===== src/vpc_pkg.sv =====
// ----------------------------------------------------------------------------
// vpc_pkg
// Types and constants shared by the pulse packet classifier.
// ----------------------------------------------------------------------------
`default_nettype none

package vpc_pkg;

  localparam int unsigned ThrW       = 15;
  localparam int unsigned CntW       = 16;
  localparam int unsigned PipW       = 8;
  localparam int unsigned NumTallies = 9;
  localparam int unsigned AddrW      = 5;
  localparam int unsigned DataW      = 32;

  localparam logic [CntW-1:0] BreakLimit  = 16'd65000;
  localparam logic [CntW-1:0] BreakRewind = 16'd101;
  localparam logic [CntW-1:0] CntMax      = 16'hFFFF;
  localparam logic [PipW-1:0] PipMax      = 8'hFF;

  // Tally slots, in result order
  localparam int unsigned TallySingle     = 0;
  localparam int unsigned TallyShortStart = 1;
  localparam int unsigned TallyLongStart  = 2;
  localparam int unsigned TallyShortClog  = 3;
  localparam int unsigned TallyLongClog   = 4;
  localparam int unsigned TallyShortOver  = 5;
  localparam int unsigned TallyLongOver   = 6;
  localparam int unsigned TallyUnknown    = 7;
  localparam int unsigned TallyPass       = 8;

  typedef enum logic [1:0] {
    KindSample    = 2'd0,
    KindTestStart = 2'd1,
    KindTick      = 2'd2
  } kind_e;

  typedef enum logic [2:0] {
    RegThreshold    = 3'd0,
    RegPacketGap    = 3'd1,
    RegStartShort   = 3'd2,
    RegStartLong    = 3'd3,
    RegBurstShort   = 3'd4,
    RegBurstLong    = 3'd5,
    RegTestTimeout  = 3'd6
  } reg_idx_e;

  localparam logic [ThrW-1:0] ThresholdRst   = 15'd5;
  localparam logic [CntW-1:0] PacketGapRst   = 16'd50;
  localparam logic [CntW-1:0] StartShortRst  = 16'd25;
  localparam logic [CntW-1:0] StartLongRst   = 16'd45;
  localparam logic [CntW-1:0] BurstShortRst  = 16'd3;
  localparam logic [CntW-1:0] BurstLongRst   = 16'd7;
  localparam logic [CntW-1:0] TestTimeoutRst = 16'd100;

  typedef struct packed {
    logic [ThrW-1:0] pulse_threshold;
    logic [CntW-1:0] packet_gap;
    logic [CntW-1:0] start_short_below;
    logic [CntW-1:0] start_long_above;
    logic [CntW-1:0] burst_short_below;
    logic [CntW-1:0] burst_long_above;
    logic [CntW-1:0] test_timeout;
  } cfg_t;

  typedef struct packed {
    logic [1:0]      kind;
    logic [ThrW-1:0] sample_count;
  } item_t;

  typedef struct packed {
    logic                             overheat;
    logic                             clog;
    logic                             self_test_fail;
    logic [NumTallies-1:0][CntW-1:0]  tallies;
  } result_t;

endpackage

`default_nettype wire


===== src/vpc_in_if.sv =====
// ----------------------------------------------------------------------------
// vpc_in_if
// Input channel: one item per valid/ready handshake.
// ----------------------------------------------------------------------------
`default_nettype none

interface vpc_in_if;
  logic        valid;
  logic        ready;
  logic [1:0]  kind;
  logic [14:0] sample_count;

  modport source (output valid, output kind, output sample_count, input ready);
  modport sink   (input valid, input kind, input sample_count, output ready);
endinterface

`default_nettype wire


===== src/vpc_out_if.sv =====
// ----------------------------------------------------------------------------
// vpc_out_if
// Result channel: flags and event tallies, one item per handshake.
// ----------------------------------------------------------------------------
`default_nettype none

interface vpc_out_if;
  logic        valid;
  logic        ready;
  logic        overheat;
  logic        clog;
  logic        self_test_fail;
  logic [15:0] single_window_pulses;
  logic [15:0] short_starts;
  logic [15:0] long_starts;
  logic [15:0] short_clogs;
  logic [15:0] long_clogs;
  logic [15:0] short_overheats;
  logic [15:0] long_overheats;
  logic [15:0] unknown_packets;
  logic [15:0] selftest_passes;

  modport source (
    output valid, input ready,
    output overheat, output clog, output self_test_fail,
    output single_window_pulses, output short_starts, output long_starts,
    output short_clogs, output long_clogs, output short_overheats,
    output long_overheats, output unknown_packets, output selftest_passes
  );
  modport sink (
    input valid, output ready,
    input overheat, input clog, input self_test_fail,
    input single_window_pulses, input short_starts, input long_starts,
    input short_clogs, input long_clogs, input short_overheats,
    input long_overheats, input unknown_packets, input selftest_passes
  );
endinterface

`default_nettype wire


===== src/vpc_cfg_regs.sv =====
// ----------------------------------------------------------------------------
// vpc_cfg_regs
// APB register file holding the classifier thresholds.
// ----------------------------------------------------------------------------
`default_nettype none

module vpc_cfg_regs
  import vpc_pkg::*;
(
  input  wire logic             clk_i,
  input  wire logic             rst_ni,
  input  wire logic             psel,
  input  wire logic             penable,
  input  wire logic             pwrite,
  input  wire logic [AddrW-1:0] paddr,
  input  wire logic [DataW-1:0] pwdata,
  output logic      [DataW-1:0] prdata,
  output logic                  pready,
  output cfg_t                  cfg_o
);

  cfg_t       cfg_q;
  logic       wr_en;
  logic [2:0] reg_idx;

  assign pready  = 1'b1;
  assign wr_en   = psel && penable && pwrite && pready;
  assign reg_idx = paddr[AddrW-1:2];
  assign cfg_o   = cfg_q;

  always_ff @(posedge clk_i or negedge rst_ni) begin
    if (!rst_ni) begin
      cfg_q.pulse_threshold   <= ThresholdRst;
      cfg_q.packet_gap        <= PacketGapRst;
      cfg_q.start_short_below <= StartShortRst;
      cfg_q.start_long_above  <= StartLongRst;
      cfg_q.burst_short_below <= BurstShortRst;
      cfg_q.burst_long_above  <= BurstLongRst;
      cfg_q.test_timeout      <= TestTimeoutRst;
    end else if (wr_en) begin
      unique case (reg_idx)
        RegThreshold:   cfg_q.pulse_threshold   <= pwdata[ThrW-1:0];
        RegPacketGap:   cfg_q.packet_gap        <= pwdata[CntW-1:0];
        RegStartShort:  cfg_q.start_short_below <= pwdata[CntW-1:0];
        RegStartLong:   cfg_q.start_long_above  <= pwdata[CntW-1:0];
        RegBurstShort:  cfg_q.burst_short_below <= pwdata[CntW-1:0];
        RegBurstLong:   cfg_q.burst_long_above  <= pwdata[CntW-1:0];
        RegTestTimeout: cfg_q.test_timeout      <= pwdata[CntW-1:0];
        default: ;
      endcase
    end
  end

  always_comb begin
    unique case (reg_idx)
      RegThreshold:   prdata = {{(DataW-ThrW){1'b0}}, cfg_q.pulse_threshold};
      RegPacketGap:   prdata = {{(DataW-CntW){1'b0}}, cfg_q.packet_gap};
      RegStartShort:  prdata = {{(DataW-CntW){1'b0}}, cfg_q.start_short_below};
      RegStartLong:   prdata = {{(DataW-CntW){1'b0}}, cfg_q.start_long_above};
      RegBurstShort:  prdata = {{(DataW-CntW){1'b0}}, cfg_q.burst_short_below};
      RegBurstLong:   prdata = {{(DataW-CntW){1'b0}}, cfg_q.burst_long_above};
      RegTestTimeout: prdata = {{(DataW-CntW){1'b0}}, cfg_q.test_timeout};
      default:        prdata = '0;
    endcase
  end

endmodule

`default_nettype wire


===== src/vpc_tracker.sv =====
// ----------------------------------------------------------------------------
// vpc_tracker
// Pulse/break/packet tracking, self-test timer and event tallies.
// ----------------------------------------------------------------------------
`default_nettype none

module vpc_tracker
  import vpc_pkg::*;
(
  input  wire logic  clk_i,
  input  wire logic  rst_ni,
  input  wire logic  step_i,
  input  item_t      item_i,
  input  cfg_t       cfg_i,
  output result_t    result_o
);

  logic                            pulse_active_q, pulse_active_d;
  logic                            packet_active_q, packet_active_d;
  logic [PipW-1:0]                 pip_q, pip_d;
  logic [CntW-1:0]                 pulse_win_q, pulse_win_d;
  logic [CntW-1:0]                 break_win_q, break_win_d;
  logic                            test_pending_q, test_pending_d;
  logic [CntW-1:0]                 test_elapsed_q, test_elapsed_d;
  logic                            fail_q, fail_d;
  logic                            overheat_q, overheat_d;
  logic                            clog_q, clog_d;
  logic [NumTallies-1:0][CntW-1:0] tally_q;
  logic [NumTallies-1:0]           bump;

  logic [CntW-1:0] break_inc;
  logic [CntW-1:0] elapsed_inc;
  logic            burst_short;
  logic            burst_long;

  assign break_inc   = (pulse_active_q ? '0 : break_win_q) + 1'b1;
  assign elapsed_inc = (test_elapsed_q == CntMax) ? test_elapsed_q
                                                  : test_elapsed_q + 1'b1;
  assign burst_short = pulse_win_q < cfg_i.burst_short_below;
  assign burst_long  = !burst_short && (pulse_win_q > cfg_i.burst_long_above);

  always_comb begin
    pulse_active_d  = pulse_active_q;
    packet_active_d = packet_active_q;
    pip_d           = pip_q;
    pulse_win_d     = pulse_win_q;
    break_win_d     = break_win_q;
    test_pending_d  = test_pending_q;
    test_elapsed_d  = test_elapsed_q;
    fail_d          = fail_q;
    overheat_d      = overheat_q;
    clog_d          = clog_q;
    bump            = '0;

    unique case (item_i.kind)
      KindSample: begin
        if (item_i.sample_count > cfg_i.pulse_threshold) begin
          if (!pulse_active_q) begin
            // open a packet or add a pulse to it
            if (!packet_active_q) begin
              packet_active_d = 1'b1;
              pip_d           = 8'd1;
            end else if (pip_q != PipMax) begin
              pip_d = pip_q + 1'b1;
            end
            pulse_active_d = 1'b1;
            pulse_win_d    = 16'd1;
          end else if (pulse_win_q != CntMax) begin
            pulse_win_d = pulse_win_q + 1'b1;
          end
        end else begin
          if (pulse_active_q && (pulse_win_q == 16'd1)) begin
            bump[TallySingle] = 1'b1;
          end
          pulse_active_d = 1'b0;
          // close the packet once the break outlasts the gap
          if ((break_inc > cfg_i.packet_gap) && packet_active_q) begin
            packet_active_d = 1'b0;
            priority if (pip_q == 8'd1) begin
              if (pulse_win_q < cfg_i.start_short_below) begin
                bump[TallyShortStart] = 1'b1;
              end else if (pulse_win_q > cfg_i.start_long_above) begin
                bump[TallyLongStart] = 1'b1;
              end else if (test_pending_q) begin
                test_pending_d   = 1'b0;
                fail_d           = 1'b0;
                bump[TallyPass]  = 1'b1;
              end
            end else if (pip_q == 8'd3) begin
              clog_d               = 1'b1;
              bump[TallyShortClog] = burst_short;
              bump[TallyLongClog]  = burst_long;
            end else if (pip_q == 8'd5) begin
              overheat_d           = 1'b1;
              bump[TallyShortOver] = burst_short;
              bump[TallyLongOver]  = burst_long;
            end else begin
              bump[TallyUnknown] = 1'b1;
            end
          end
          break_win_d = (break_inc > BreakLimit) ? BreakRewind : break_inc;
        end
      end
      KindTestStart: begin
        test_pending_d = 1'b1;
        test_elapsed_d = '0;
      end
      KindTick: begin
        if (test_pending_q) begin
          test_elapsed_d = elapsed_inc;
          if (elapsed_inc > cfg_i.test_timeout) begin
            fail_d         = 1'b1;
            test_pending_d = 1'b0;
          end
        end
      end
      default: ;
    endcase
  end

  always_ff @(posedge clk_i or negedge rst_ni) begin
    if (!rst_ni) begin
      pulse_active_q  <= 1'b0;
      packet_active_q <= 1'b0;
      pip_q           <= '0;
      pulse_win_q     <= '0;
      break_win_q     <= '0;
      test_pending_q  <= 1'b0;
      test_elapsed_q  <= '0;
      fail_q          <= 1'b0;
      overheat_q      <= 1'b0;
      clog_q          <= 1'b0;
      tally_q         <= '0;
    end else if (step_i) begin
      pulse_active_q  <= pulse_active_d;
      packet_active_q <= packet_active_d;
      pip_q           <= pip_d;
      pulse_win_q     <= pulse_win_d;
      break_win_q     <= break_win_d;
      test_pending_q  <= test_pending_d;
      test_elapsed_q  <= test_elapsed_d;
      fail_q          <= fail_d;
      overheat_q      <= overheat_d;
      clog_q          <= clog_d;
      for (int i = 0; i < NumTallies; i++) begin
        tally_q[i] <= tally_q[i] + {{(CntW-1){1'b0}}, bump[i]};
      end
    end
  end

  // state only advances when the result slot is free or being drained, so it doubles as payload
  assign result_o.overheat       = overheat_q;
  assign result_o.clog           = clog_q;
  assign result_o.self_test_fail = fail_q;
  assign result_o.tallies        = tally_q;

endmodule

`default_nettype wire


===== src/vent_pulse_packet_classifier_core.sv =====
// ----------------------------------------------------------------------------
// vent_pulse_packet_classifier_core
// Decodes windowed edge counts into pulse packets and keeps event tallies.
// ----------------------------------------------------------------------------
// Path: an accepted item waits in the input register, then the state/result
//   update registers the result; an undrained result stalls the held item.
// Throughput: one item per cycle while results are taken; the only loop is the state update.
// Reset: asynchronous, active low; clears all state, tallies and flags and
//   loads the register defaults. No clearing pass is needed.
`default_nettype none

module vent_pulse_packet_classifier_core
  import vpc_pkg::*;
(
  input  wire logic             clk_i,
  input  wire logic             rst_ni,
  input  wire logic             psel,
  input  wire logic             penable,
  input  wire logic             pwrite,
  input  wire logic [AddrW-1:0] paddr,
  input  wire logic [DataW-1:0] pwdata,
  output logic      [DataW-1:0] prdata,
  output logic                  pready,
  vpc_in_if.sink                in_i,
  vpc_out_if.source             out_o
);

  cfg_t    cfg;
  result_t result;
  item_t   item_q;
  logic    in_valid_q;
  logic    out_valid_q;
  logic    step;

  vpc_cfg_regs u_cfg_regs (
    .clk_i   (clk_i),
    .rst_ni  (rst_ni),
    .psel    (psel),
    .penable (penable),
    .pwrite  (pwrite),
    .paddr   (paddr),
    .pwdata  (pwdata),
    .prdata  (prdata),
    .pready  (pready),
    .cfg_o   (cfg)
  );

  // advance the held item when the result slot is empty or being drained
  assign step       = in_valid_q && (!out_valid_q || out_o.ready);
  assign in_i.ready = !in_valid_q || step;

  always_ff @(posedge clk_i or negedge rst_ni) begin
    if (!rst_ni) begin
      in_valid_q  <= 1'b0;
      out_valid_q <= 1'b0;
    end else begin
      if (in_i.ready) begin
        in_valid_q <= in_i.valid;
      end
      if (step) begin
        out_valid_q <= 1'b1;
      end else if (out_o.ready) begin
        out_valid_q <= 1'b0;
      end
    end
  end

  always_ff @(posedge clk_i) begin
    if (in_i.valid && in_i.ready) begin
      item_q.kind         <= in_i.kind;
      item_q.sample_count <= in_i.sample_count;
    end
  end

  vpc_tracker u_tracker (
    .clk_i    (clk_i),
    .rst_ni   (rst_ni),
    .step_i   (step),
    .item_i   (item_q),
    .cfg_i    (cfg),
    .result_o (result)
  );

  assign out_o.valid                = out_valid_q;
  assign out_o.overheat             = result.overheat;
  assign out_o.clog                 = result.clog;
  assign out_o.self_test_fail       = result.self_test_fail;
  assign out_o.single_window_pulses = result.tallies[TallySingle];
  assign out_o.short_starts         = result.tallies[TallyShortStart];
  assign out_o.long_starts          = result.tallies[TallyLongStart];
  assign out_o.short_clogs          = result.tallies[TallyShortClog];
  assign out_o.long_clogs           = result.tallies[TallyLongClog];
  assign out_o.short_overheats      = result.tallies[TallyShortOver];
  assign out_o.long_overheats       = result.tallies[TallyLongOver];
  assign out_o.unknown_packets      = result.tallies[TallyUnknown];
  assign out_o.selftest_passes      = result.tallies[TallyPass];

endmodule

`default_nettype wire


===== src/flat_wrapper.sv =====
// flat-port wrapper written by rule: the top's interface ports become plain ports
module vent_pulse_packet_classifier_core_flat import vpc_pkg::*;
  (clk_i, rst_ni, psel, penable, pwrite, paddr, pwdata, prdata, pready, in_i_valid, in_i_kind, in_i_sample_count, in_i_ready, out_o_valid, out_o_ready, out_o_overheat, out_o_clog, out_o_self_test_fail, out_o_single_window_pulses, out_o_short_starts, out_o_long_starts, out_o_short_clogs, out_o_long_clogs, out_o_short_overheats, out_o_long_overheats, out_o_unknown_packets, out_o_selftest_passes);
  vpc_in_if in_i_i ();
  vpc_out_if out_o_i ();
  input  wire logic clk_i;
  input  wire logic rst_ni;
  input  wire logic psel;
  input  wire logic penable;
  input  wire logic pwrite;
  input  wire logic [AddrW-1:0] paddr;
  input  wire logic [DataW-1:0] pwdata;
  output logic      [DataW-1:0] prdata;
  output logic pready;
  input wire logic [$bits(in_i_i.valid)-1:0] in_i_valid;
  input wire logic [$bits(in_i_i.kind)-1:0] in_i_kind;
  input wire logic [$bits(in_i_i.sample_count)-1:0] in_i_sample_count;
  output wire logic [$bits(in_i_i.ready)-1:0] in_i_ready;
  output wire logic [$bits(out_o_i.valid)-1:0] out_o_valid;
  input wire logic [$bits(out_o_i.ready)-1:0] out_o_ready;
  output wire logic [$bits(out_o_i.overheat)-1:0] out_o_overheat;
  output wire logic [$bits(out_o_i.clog)-1:0] out_o_clog;
  output wire logic [$bits(out_o_i.self_test_fail)-1:0] out_o_self_test_fail;
  output wire logic [$bits(out_o_i.single_window_pulses)-1:0] out_o_single_window_pulses;
  output wire logic [$bits(out_o_i.short_starts)-1:0] out_o_short_starts;
  output wire logic [$bits(out_o_i.long_starts)-1:0] out_o_long_starts;
  output wire logic [$bits(out_o_i.short_clogs)-1:0] out_o_short_clogs;
  output wire logic [$bits(out_o_i.long_clogs)-1:0] out_o_long_clogs;
  output wire logic [$bits(out_o_i.short_overheats)-1:0] out_o_short_overheats;
  output wire logic [$bits(out_o_i.long_overheats)-1:0] out_o_long_overheats;
  output wire logic [$bits(out_o_i.unknown_packets)-1:0] out_o_unknown_packets;
  output wire logic [$bits(out_o_i.selftest_passes)-1:0] out_o_selftest_passes;
  assign in_i_i.valid = in_i_valid;
  assign in_i_i.kind = in_i_kind;
  assign in_i_i.sample_count = in_i_sample_count;
  assign in_i_ready = in_i_i.ready;
  assign out_o_valid = out_o_i.valid;
  assign out_o_i.ready = out_o_ready;
  assign out_o_overheat = out_o_i.overheat;
  assign out_o_clog = out_o_i.clog;
  assign out_o_self_test_fail = out_o_i.self_test_fail;
  assign out_o_single_window_pulses = out_o_i.single_window_pulses;
  assign out_o_short_starts = out_o_i.short_starts;
  assign out_o_long_starts = out_o_i.long_starts;
  assign out_o_short_clogs = out_o_i.short_clogs;
  assign out_o_long_clogs = out_o_i.long_clogs;
  assign out_o_short_overheats = out_o_i.short_overheats;
  assign out_o_long_overheats = out_o_i.long_overheats;
  assign out_o_unknown_packets = out_o_i.unknown_packets;
  assign out_o_selftest_passes = out_o_i.selftest_passes;
  vent_pulse_packet_classifier_core u_core (.clk_i(clk_i), .rst_ni(rst_ni), .psel(psel), .penable(penable), .pwrite(pwrite), .paddr(paddr), .pwdata(pwdata), .prdata(prdata), .pready(pready), .in_i(in_i_i), .out_o(out_o_i));
endmodule

===== config.mk =====
export PLATFORM = sky130hd
export DESIGN_NAME = vent_pulse_packet_classifier_core_flat
export DESIGN_NICKNAME = d
export VERILOG_FILES = /design/src/vpc_pkg.sv /design/src/vpc_in_if.sv /design/src/vpc_out_if.sv /design/src/vpc_cfg_regs.sv /design/src/vpc_tracker.sv /design/src/vent_pulse_packet_classifier_core.sv /design/src/flat_wrapper.sv
export SDC_FILE = /design/constraint.sdc
export NUM_CORES = 1
export LEC_CHECK = 0
export ABC_AREA = 0
export ABC_CLOCK_PERIOD_IN_PS = 7450
export BUFFER_PORTS_ARGS = -buffer_cell sky130_fd_sc_hd__buf_2
export CAP_MARGIN = 0
export CORE_MARGIN = 5
export CORE_UTILIZATION = 60
export CTS_CLUSTER_DIAMETER = 60
export DETAILED_ROUTE_END_ITERATION = 10
export PLACE_DENSITY = 0.83
export SYNTH_ARGS = -nofsm -noshare
export SYNTH_HDL_FRONTEND = slang
export SYNTH_SLANG_ARGS = --single-unit

===== constraint.sdc =====
create_clock -name clk_i -period 7.45 [get_ports clk_i]
set_clock_uncertainty 0.15 [all_clocks]
set_input_delay 2.235 -clock clk_i [delete_from_list [all_inputs] [get_ports clk_i]]
set_output_delay 2.235 -clock clk_i [all_outputs]
set_load 0.05 [all_outputs]

==> results.cfg <==
[status]
status = finished clean

[grt]
grt_pass1_wl_mm = 77.5
antenna_found_initial = 2
grt_use_met1_pct = 39.1
track_usage_pct = 28.2
grtUsageMet2_pct = 46.2
grt_pass1_vias = 14700
grt-busiest-layer = met2
grt_overflow = 0
use_met3_pct = 4.07
grt_max_degree = 133

[sta]
fin_ws_ps = 789
grt_setup_unrepaired = no
period_minus_slack_ps = 6660
maxSlewHeadroom_pct = 31.3
fmax_mhz = 150
tightest_slew_ps = 1030
final-setup-viol-count = 0
finalHoldViolCount = 0
fin_crit_sh_pct = 89.4
drv_slew = 0
finalSetupTns_ps = 0

[synth]
async_reset_ff_share_pct = 94.9
ys_types = 75
synth_enable_flop_cells = 17
synth-seq-cells = 336
yosys_most_used_dff = dfrtp_1
synth-xor-area-share_pct = 7.63
synth_top_family_by_area = simple AND/OR/NAND/NOR gates
synthAdderAreaFrac_pct = 9.33
syn_avg_cell_area_um2 = 9.95
syn_inst = 1834
yosys_warnings = 0
synth_compound_area_share_pct = 10.9
yosys.area_share.simple_pct = 16.1
yosysSeqAreaShare_pct = 46.7
syn_area_um2 = 18200
synthMuxAreaShare_pct = 4.56

[die]
die_area_um2 = 34000
rows = 63
core_area_um2 = 29800
ios = 243
die_y_um = 184
start_util_pct = 61.2
die_w_um = 184

[worst_setup_path]
startpoint_type = primary input
crit_slowest_cell = nor2_1
worstSetupEndpointType = output pin
crit_required_ps = 5070
cp_top_family = buffers and inverters
critPathArrivalTime_ps = 4280
cpPeakStageDelay_ps = 500
crit_top_cell = buf_2
cp_max_fo = 25
worstPathCellList = buf_2, inv_2, nor2_1, a221oi_1, a21oi_1, a311o_1, buf_2
path_buf_inv = 3
critPathKind = in2out
regToRegSetupSlack_ps = 1670

[finish]
diodes = 0
regArea_um2 = 8520
instances_no_fill = 2453
multiInputGateArea_um2 = 8930
syn2layout_area_growth_pct = 14.7
n_fill_cell = 2190
drive_gt1_share_pct = 16.4
stdcell_area_um2 = 20900
layout.nets = 2232

[clock_network]
cts_setup_buffers = 0
hold_buffers = 0
htreeDepth = 2
cts.path.max_buffers = 3
cts_root_buf = clkbuf_16
numCtsBuffers = 40
cts_tree = yes
insertion_delay_ps = 520
clk_pin_slew_worst_paths_ps = 60
cts-resized-gates = 0
cts_sinks = 336

[placement]
place_hpwl_mm = 35.4
port_buffers = 207
gp_congestion = 0.972
dpl_cell_area_um2 = 19600
dp_cells = 2383
place_ws_ps = 896

[detailed_routing]
viasPerCell = 6.00
drc = 0
drt-initial-drc-count = 1159
vias = 14700
routed_wl_mm = 48.1
firstDrtPassIters = 7
wl_per_cell_um = 19.6
ant_nets = 0

[pwr]
cellPowerDensity_nw_per_um2 = 243
ir_drop_v = 0.000211
p_leak_nw = 10.4

[hold_path]
hold_path_class = reg2reg

[run]
cap_violations = 0
## final cells by class
cell class / instances / share of cell area (%)
repair buffers: 220 / 5.53
clock buffers: 57 / 5.62
multi-input cells: 1300 / 42.7
well taps: 390 / 2.33
inverters: 137 / 2.46
flip-flops and latches: 336 / 40.7
clock inverters: 13 / 0.646
## worst register-to-register path: cells and delay by family, from the launching register on
family	cells	cell delay, ps
AOI/OAI and AO/OA	2	480
xor gates and xnor gates	1	190
adders and majority gates	4	1000
DFF	1	650
muxes	1	420
and+or+nand+nor	12	2820
## cells in the final DEF (no fill, tap or decap), types with 20 or more instances in the layout
cell type / instances
a21oi_1: 63
a221oi_1: 21
and3_1: 28
buf_2: 206
clkbuf_16: 41
dfrtp_1: 299
dfstp_2: 20
ha_1: 136
inv_1: 130
mux2_1: 54
nand2_1: 195
nand3_1: 92
nand4_1: 62
nor2_1: 107
nor3_1: 30
o21ai_0: 70
o21ai_1: 59
xnor2_1: 112
xor2_1: 47
## metal layers
| layer | vias up | part of all wire [%] |
|---|---|---|
| met2 | 579 | 47 |
| met4 | 4 | 3.2 |
| met3 | 114 | 7.8 |
| met1 | 7187 | 42 |
| met5 | - | 0.052 |
| li1 | 6838 | - |
## per-stage QoR
step	utilization [%]	hold WS [ps]	power, mW
2_1_floorplan	-	299	2.84
3_3_place_gp	65.8	291	3.11
3_5_place_dp	65.8	300	3.16
4_1_cts	70.2	311	5.11
5_1_grt	70.2	333	5.33
6_report	70.2	310	5.09
## cells in the mapped netlist (11+ instances only)
library cell / n / area [um2]
nor4_1: 11 / 68.8
xnor2_1: 112 / 981
o21ai_1: 59 / 295
a22o_1: 19 / 166
a221oi_1: 22 / 193
nor2_1: 108 / 405
dfstp_2: 20 / 526
o21ai_0: 70 / 350
buf_4: 17 / 128
nand3_1: 92 / 460
dfrtp_1: 299 / 7480
nand2_1: 195 / 732
edfxtp_1: 17 / 510
clkbuf_1: 51 / 191
inv_1: 130 / 488
a21oi_1: 63 / 315
nor3_1: 30 / 150
o31ai_1: 13 / 97.6
mux2_1: 54 / 608
ha_1: 136 / 1700
nand4_1: 62 / 388
nor2b_1: 14 / 87.6
xor2_1: 47 / 412
a21o_1: 12 / 90.1
and3_1: 28 / 175
## registers in the layout, indices dropped and copies added (netlist names)
name and flops:
u_core.item_q 17, u_core.u_tracker.break_win_q 16, u_core.in_valid_q 1, u_core.u_tracker.test_pending_q 1, u_core.u_tracker.overheat_q 1, u_core.u_tracker.pulse_active_q 1, u_core.u_tracker.fail_q 1, u_core.u_tracker.pip_q 8
u_core.u_tracker.test_elapsed_q 16, u_core.u_tracker.packet_active_q 1, u_core.u_tracker.result_o 144, u_core.out_o.valid 1, u_core.u_tracker.clog_q 1, u_core.u_cfg_regs.cfg_o 111, u_core.u_tracker.pulse_win_q 16
## path summary, 6_finish.rpt
kind | startpoint | endpoint | depth (start not counted)
min | u_core.u_tracker.clog_q | u_core.u_tracker.clog_q | 1
min in group asynchronous | rst_ni | u_core.u_tracker.result_o[76] | 1
max reg2reg | u_core.u_tracker.pulse_active_q | u_core.u_tracker.result_o[142] | 20
max | paddr[4] | prdata[15] | 7
min reg2reg | u_core.u_tracker.clog_q | u_core.u_tracker.clog_q | 1
max in group asynchronous | rst_ni | u_core.u_cfg_regs.cfg_o[8] | 2
## kinds of logic after synthesis
kind of cell,after synthesis
flip-flops,336
XOR/XNOR,159
AND/OR/NAND/NOR,598
AO/OA/AOI/OAI,319
multiplexers,71
buffers and inverters,213
other,2
adder cells (fa/ha/maj),136
## power by group
group,total [mW],switching (mW),internal [mW],leakage (nW)
Combinational,0.934,0.603,0.331,5.51
Clock,1.94,0.765,1.17,0.649
Sequential,2.22,0.178,2.04,4.25
Total,5.09,1.55,3.54,10.4
Note: power is estimated with default switching activity, not from simulation.
